`src/hdl/ghsp_ram.sv`:
```
// Simple dual-port synchronous RAM, one write and one registered read port.
`default_nettype none
module ghsp_ram #(
   parameter int WIDTH = 8,
   parameter int DEPTH = 256
) (
   input  wire logic                     clock,
   input  wire logic                     wr_en,
   input  wire logic [$clog2(DEPTH)-1:0] wr_addr,
   input  wire logic [WIDTH-1:0]         wr_data,
   input  wire logic                     rd_en,
   input  wire logic [$clog2(DEPTH)-1:0] rd_addr,
   output logic      [WIDTH-1:0]         rd_data
);
   logic [WIDTH-1:0] mem [DEPTH];

   // write port
   always_ff @(posedge clock) begin
      if (wr_en) begin
         mem[wr_addr] <= wr_data;
      end
   end

   // read port, data held while not enabled
   always_ff @(posedge clock) begin
      if (rd_en) begin
         rd_data <= mem[rd_addr];
      end
   end
endmodule
`default_nettype wire

```
`config.mk`:
```
export PLATFORM = sky130hd
export DESIGN_NAME = ghsp_ram
export DESIGN_NICKNAME = d
export VERILOG_FILES = /design/src/hdl/ghsp_ram.sv
export SDC_FILE = /design/constraint.sdc
export NUM_CORES = 2
export LEC_CHECK = 0
export BUFFER_PORTS_ARGS = -buffer_cell sky130_fd_sc_hd__buf_2
export CAP_MARGIN = 20
export CORE_MARGIN = 2
export CORE_UTILIZATION = 30
export DETAILED_ROUTE_END_ITERATION = 10
export GPL_TIMING_DRIVEN = 0
export PLACE_DENSITY = 0.51
export SLEW_MARGIN = 0
export SYNTH_ARGS = -nofsm -noshare
export SYNTH_HDL_FRONTEND = slang
export SYNTH_SLANG_ARGS = --single-unit
export TNS_END_PERCENT = 100
```
`constraint.sdc`:
```
create_clock -name clock -period 5.9 [get_ports clock]
set_input_delay 0.295 -clock clock [delete_from_list [all_inputs] [get_ports clock]]
set_output_delay 0.295 -clock clock [all_outputs]
set_load 0.02 [all_outputs]
```
Word level (Yosys, flattened, before mapping). Memory sizes are Yosys's and may differ from the RTL's. A register that Yosys moved wholly into a read port is not among the register bits. Cells that the tools add are included.

Add/sub/neg operators: 0. $mul: 0. Div/mod/pow operators: 0. Magnitude comparators: 0. Equal/unequal tests: 0. Shift-type cells: 0. Multiplexer cells: 2. Bitwise operators: 0. Reductions and logical operators: 0.

Operators with widths (count): 2-to-1 mux 1 bit (2).

Flip-flop bits (word level): 0. Latch bits: 0. RAM bits: 2048. Memory bits (read-only): 0. Input bits: 27. Output and inout bits: 8. Logic and storage cells: 3. Memories: 1.

Memories: mem (words 256, bits a word 8, read ports 1, clocked after Yosys merged registers in 1, wr ports 1, RTL line 15) `logic [WIDTH-1:0] mem [DEPTH];`.

Logic depth before layout (Yosys ltp).
Depth after elaboration: 2. Gate-level depth with buffers: 11. Depth with buffers taken out: 6.

Worst setup path before layout. No wires, ideal clock.

Path type: input-to-reg. Start: input rd_addr[0]. End: register rd_data[2] (read register of mem) (data pin). Library setup time: 0.269 ns. Arrival: 2.102 ns. Required time: 5.631 ns. Path slack: 3.529 ns. Stages on the path: 9. Path buffers: 4. Cell sequence: buf_6 -> buf_12 -> buf_8 -> buf_2 -> mux4_2 -> a22oi_1 -> a21oi_1 -> nor4_1 -> nor4_2.

RTL lines: start: declaration (RTL line 12) `input wire logic [$clog2(DEPTH)-1:0] rd_addr,`; end: declaration (RTL line 13) `output logic [WIDTH-1:0] rd_data`.

==> impl_metrics.env <==
export IMPL_run_status="completed"
export IMPL_ys_dominant_reg_cell="sky130_fd_sc_hd__edfxtp_1"
export IMPL_design_core_area_um2=265000
export IMPL_power_static_leakage_nw=28.0
export IMPL_cp_max_fo=10
export IMPL_synthesis_area_per_instance_um2=21.3
export IMPL_wl_per_cell_um=33.8
export IMPL_final_max_slew_viol_count=0
export IMPL_synth_edf_count=2056
export IMPL_fillCellCount=24600
export IMPL_overall_via_count_from_detail_route=41400
export IMPL_die_height_um=519
export IMPL_ys_warnings_count=0
export IMPL_area_sequential_um2=61700
export IMPL_h_tree_depth=4
export IMPL_max_freq_mhz=228
export IMPL_non_filler_cells_final=7756
export IMPL_fin_total_pwr_mw=31.3
export IMPL_max_cap_violations=0
export IMPL_groute_usage_overall_pct=19.0
export IMPL_number_of_global_route_vias_before_repair=41000
export IMPL_drc_errors=0
export IMPL_place_detailed_hpwl_um=175000
export IMPL_routabilityCongestion=0.945
export IMPL_stdcell_area_um2=92100
export IMPL_cells_taking_the_most_area_after_synthesis="sky130_fd_sc_hd__edfxtp_1, sky130_fd_sc_hd__mux4_2, sky130_fd_sc_hd__mux2i_1"
export IMPL_cts_root_buffer="sky130_fd_sc_hd__clkbuf_16"
export IMPL_finalSetupViolCount=0
export IMPL_synth_area_um2=79600
export IMPL_synth_seq_cells=2056
export IMPL_unrepaired_setup_endpoints_after_global_routing="no"
export IMPL_worstSetupPathType="in2reg"
export IMPL_cts_buffers_inserted=214
export IMPL_drive_gt1_share_pct=22.8
export IMPL_port_bufs=27
export IMPL_die_x_um=519
export IMPL_cts_tree="yes"
export IMPL_post_syn_nets=3760
export IMPL_hold_viol=0
export IMPL_grt_remaining_overflow=0
export IMPL_area_growth_syn_to_layout_pct=15.7
export IMPL_avgViaCountPerCell=5.33
export IMPL_floorplan_initialDensity_pct=30.1
export IMPL_wire_length_of_the_first_global_routing_pass_um=352000
export IMPL_worstPathCellList="buf_2 -> buf_2 -> buf_2 -> nor2_1 -> clkbuf_1 -> a22oi_1 -> a31oi_1 -> nor4_1 -> nor4_1 -> buf_2"
export IMPL_multi_input_area_um2=16500
export IMPL_powerDensity_nw_per_um2=339
export IMPL_cts_num_sinks=2056
export IMPL_timing_critical_path_to_type="flop"
export IMPL_antenna_found_initial=27
export IMPL_hold_path_class="in2reg"
export IMPL_cts_path_max_buffers=3
export IMPL_whs_ns=0.0361
export IMPL_tightest_slew_ns=1.39
export IMPL_timing_critical_path_mode_cell="sky130_fd_sc_hd__buf_2"
export IMPL_max_stage_delay_ns=1.05
export IMPL_timing_final_crit_share_pct=74.4
export IMPL_placedCellCount=7343
export IMPL_final_net_count=4065
export IMPL_critPathRequiredTime_ns=6.49
export IMPL_setup_ws_ns=1.51
export IMPL_vdd_ir_drop_max_uv=326
export IMPL_netlist_cell_type_count=54
export IMPL_io_pins=35
export IMPL_overall_die_area_um2=270000
export IMPL_asyncSetResetFlopFracSynth_pct=0
export IMPL_max_slew_margin_pct=7.54
export IMPL_synth_top_area_cell="sky130_fd_sc_hd__edfxtp_1"
export IMPL_synth_sequential_area_ratio_pct=77.5
export IMPL_num_rows=189
export IMPL_syn_inst=3733
export IMPL_min_period_ns=4.39
export IMPL_dpl_cell_area_um2=85200
export IMPL_fin_skew_ns=0.0441
export IMPL_route_final_wire_length_um=262000
export IMPL_cp_start_kind="input pin"
export IMPL_dr_first_iter_drc_count=5885
export IMPL_worst_ep_arrival_time_ns=4.98
export IMPL_post_synth_top_area_fraction_pct=77.5
export IMPL_worstSkewPairLatency_ns=0.86
export IMPL_grt_max_degree=153
export IMPL_ant_nets=0
export IMPL_r2r_cells=6
export IMPL_dr_pass1_iters=6
export IMPL_post_place_setup_slack_ns=0.689
export IMPL_clk_transition_reported_paths_ns=0.06
export IMPL_critical_path_slowest_cell="sky130_fd_sc_hd__nor4_1"
export IMPL_hold_path_cell_count=2
==> sequential cells by signal, summed over array words and instances, names as in the netlist <==
name     cells
mem       2048
rd_data      8
==> where the power goes <==
| part | switching [mW] | total, mW | internal [mW] |
|---|---|---|---|
| Sequential | 0.0158 | 16.1 | 16.1 |
| Clock | 5.77 | 13.3 | 7.56 |
| Combinational | 1.27 | 1.81 | 0.544 |
| Total | 7.05 | 31.3 | 24.2 |
==> kinds of logic (layout without fill, tap and decap cells) <==
logic type / Yosys count / in the layout / share of synthesized area [%]
AOI/OAI and AO/OA: 385 / 385 / 3.42
buffers and inverters: 235 / 712 / 1.83
DFF: 2056 / 2056 / 77.5
muxes: 591 / 591 / 14.6
other: 0 / 13 / 0
and+or+nand+nor: 466 / 466 / 2.63
==> what timing repair did <==
action | in CTS | in global routing
endpoints found under the hold margin | 274 | 0
buffers inserted | 0 | 0
resized for setup | 0 | 0
hold buffers | 8 | 0
==> final cells by class <==
type / instances / area share, %
clock inverters: 116 / 1.25
plain buffers: 233 / 1.61
inverters: 2 / 0.00815
well taps: 3533 / 4.80
repair buffers: 89 / 1.28
multi-input cells: 1442 / 17.9
clock buffers: 272 / 6.12
flip-flops and latches: 2056 / 67.0
diodes: 13 / 0.0353
==> layer usage <==
metal	GRT usage [%]	vias to the layer above	wire length, um
met3	4.26	432	23000
met1	25.6	22500	105000
met2	30.1	2075	123000
li1	-	16400	-
met5	0	-	24
met4	7.31	4	10500
==> path summary, 6_finish.rpt <==
check / startpoint / end / slack, ns
hold reg to reg: mem[203][6]$_DFFE_PP_ / rd_data[6]$_DFFE_PP_ / 1.26
hold / removal: wr_data[2] / mem[81][2]$_DFFE_PP_ / 0.04
setup reg to reg: mem[83][3]$_DFFE_PP_ / rd_data[3]$_DFFE_PP_ / 1.86
setup / recovery: rd_addr[2] / rd_data[5]$_DFFE_PP_ / 1.51
==> cells in the mapped netlist (3+ instances only) <==
library cell / n
sky130_fd_sc_hd__nor2b_1: 31
sky130_fd_sc_hd__a21oi_1: 96
sky130_fd_sc_hd__o211ai_1: 10
sky130_fd_sc_hd__nor4_1: 24
sky130_fd_sc_hd__a22oi_1: 133
sky130_fd_sc_hd__a22o_1: 8
sky130_fd_sc_hd__buf_2: 31
sky130_fd_sc_hd__edfxtp_1: 2056
sky130_fd_sc_hd__o21ai_0: 10
sky130_fd_sc_hd__o32ai_1: 4
sky130_fd_sc_hd__nand2_1: 33
sky130_fd_sc_hd__nor2_1: 282
sky130_fd_sc_hd__buf_4: 27
sky130_fd_sc_hd__mux2i_1: 134
sky130_fd_sc_hd__o221ai_1: 46
sky130_fd_sc_hd__o22a_1: 5
sky130_fd_sc_hd__clkbuf_1: 111
sky130_fd_sc_hd__a221oi_1: 13
sky130_fd_sc_hd__buf_6: 21
sky130_fd_sc_hd__nand2b_1: 8
sky130_fd_sc_hd__a211oi_1: 16
sky130_fd_sc_hd__or2_2: 4
sky130_fd_sc_hd__o22ai_1: 28
sky130_fd_sc_hd__buf_8: 13
sky130_fd_sc_hd__nor4_2: 3
sky130_fd_sc_hd__and2_1: 6
sky130_fd_sc_hd__nand3_1: 34
sky130_fd_sc_hd__nor3_1: 22
sky130_fd_sc_hd__nand4_1: 10
sky130_fd_sc_hd__buf_1: 22
sky130_fd_sc_hd__buf_12: 8
sky130_fd_sc_hd__mux4_2: 454
==> worst max-delay path, delay by kind of cell <==
family,cells,cell delay [ns]
AO/OA/AOI/OAI,2,0.68
buffers and inverters,5,2.29
AND/OR/NAND/NOR,3,1.64
==> per-stage QoR <==
stage	utilization [%]	setup TNS, ns
2_1_floorplan	-	0
3_3_place_gp	31.8	-0.0526
3_5_place_dp	32.2	0
4_1_cts	34.8	0
5_1_grt	34.8	0
6_report	34.8	0
==> cells in the final DEF (no fill, tap or decap), drive strengths merged, types with 22 or more instances in the layout <==
master / netlist / final
edfxtp: 2056 / 2056
mux4: 456 / 456
clkbuf: 111 / 386
nor2: 282 / 282
buf: 122 / 200
mux2i: 134 / 134
a22oi: 133 / 133
a21oi: 96 / 96
clkinv: 1 / 85
o221ai: 47 / 47
nand3: 34 / 34
nand2: 33 / 33
nor2b: 31 / 31
o22ai: 28 / 28
nor4: 27 / 27
nor3: 22 / 22
Power figures use the tool's default switching activity.
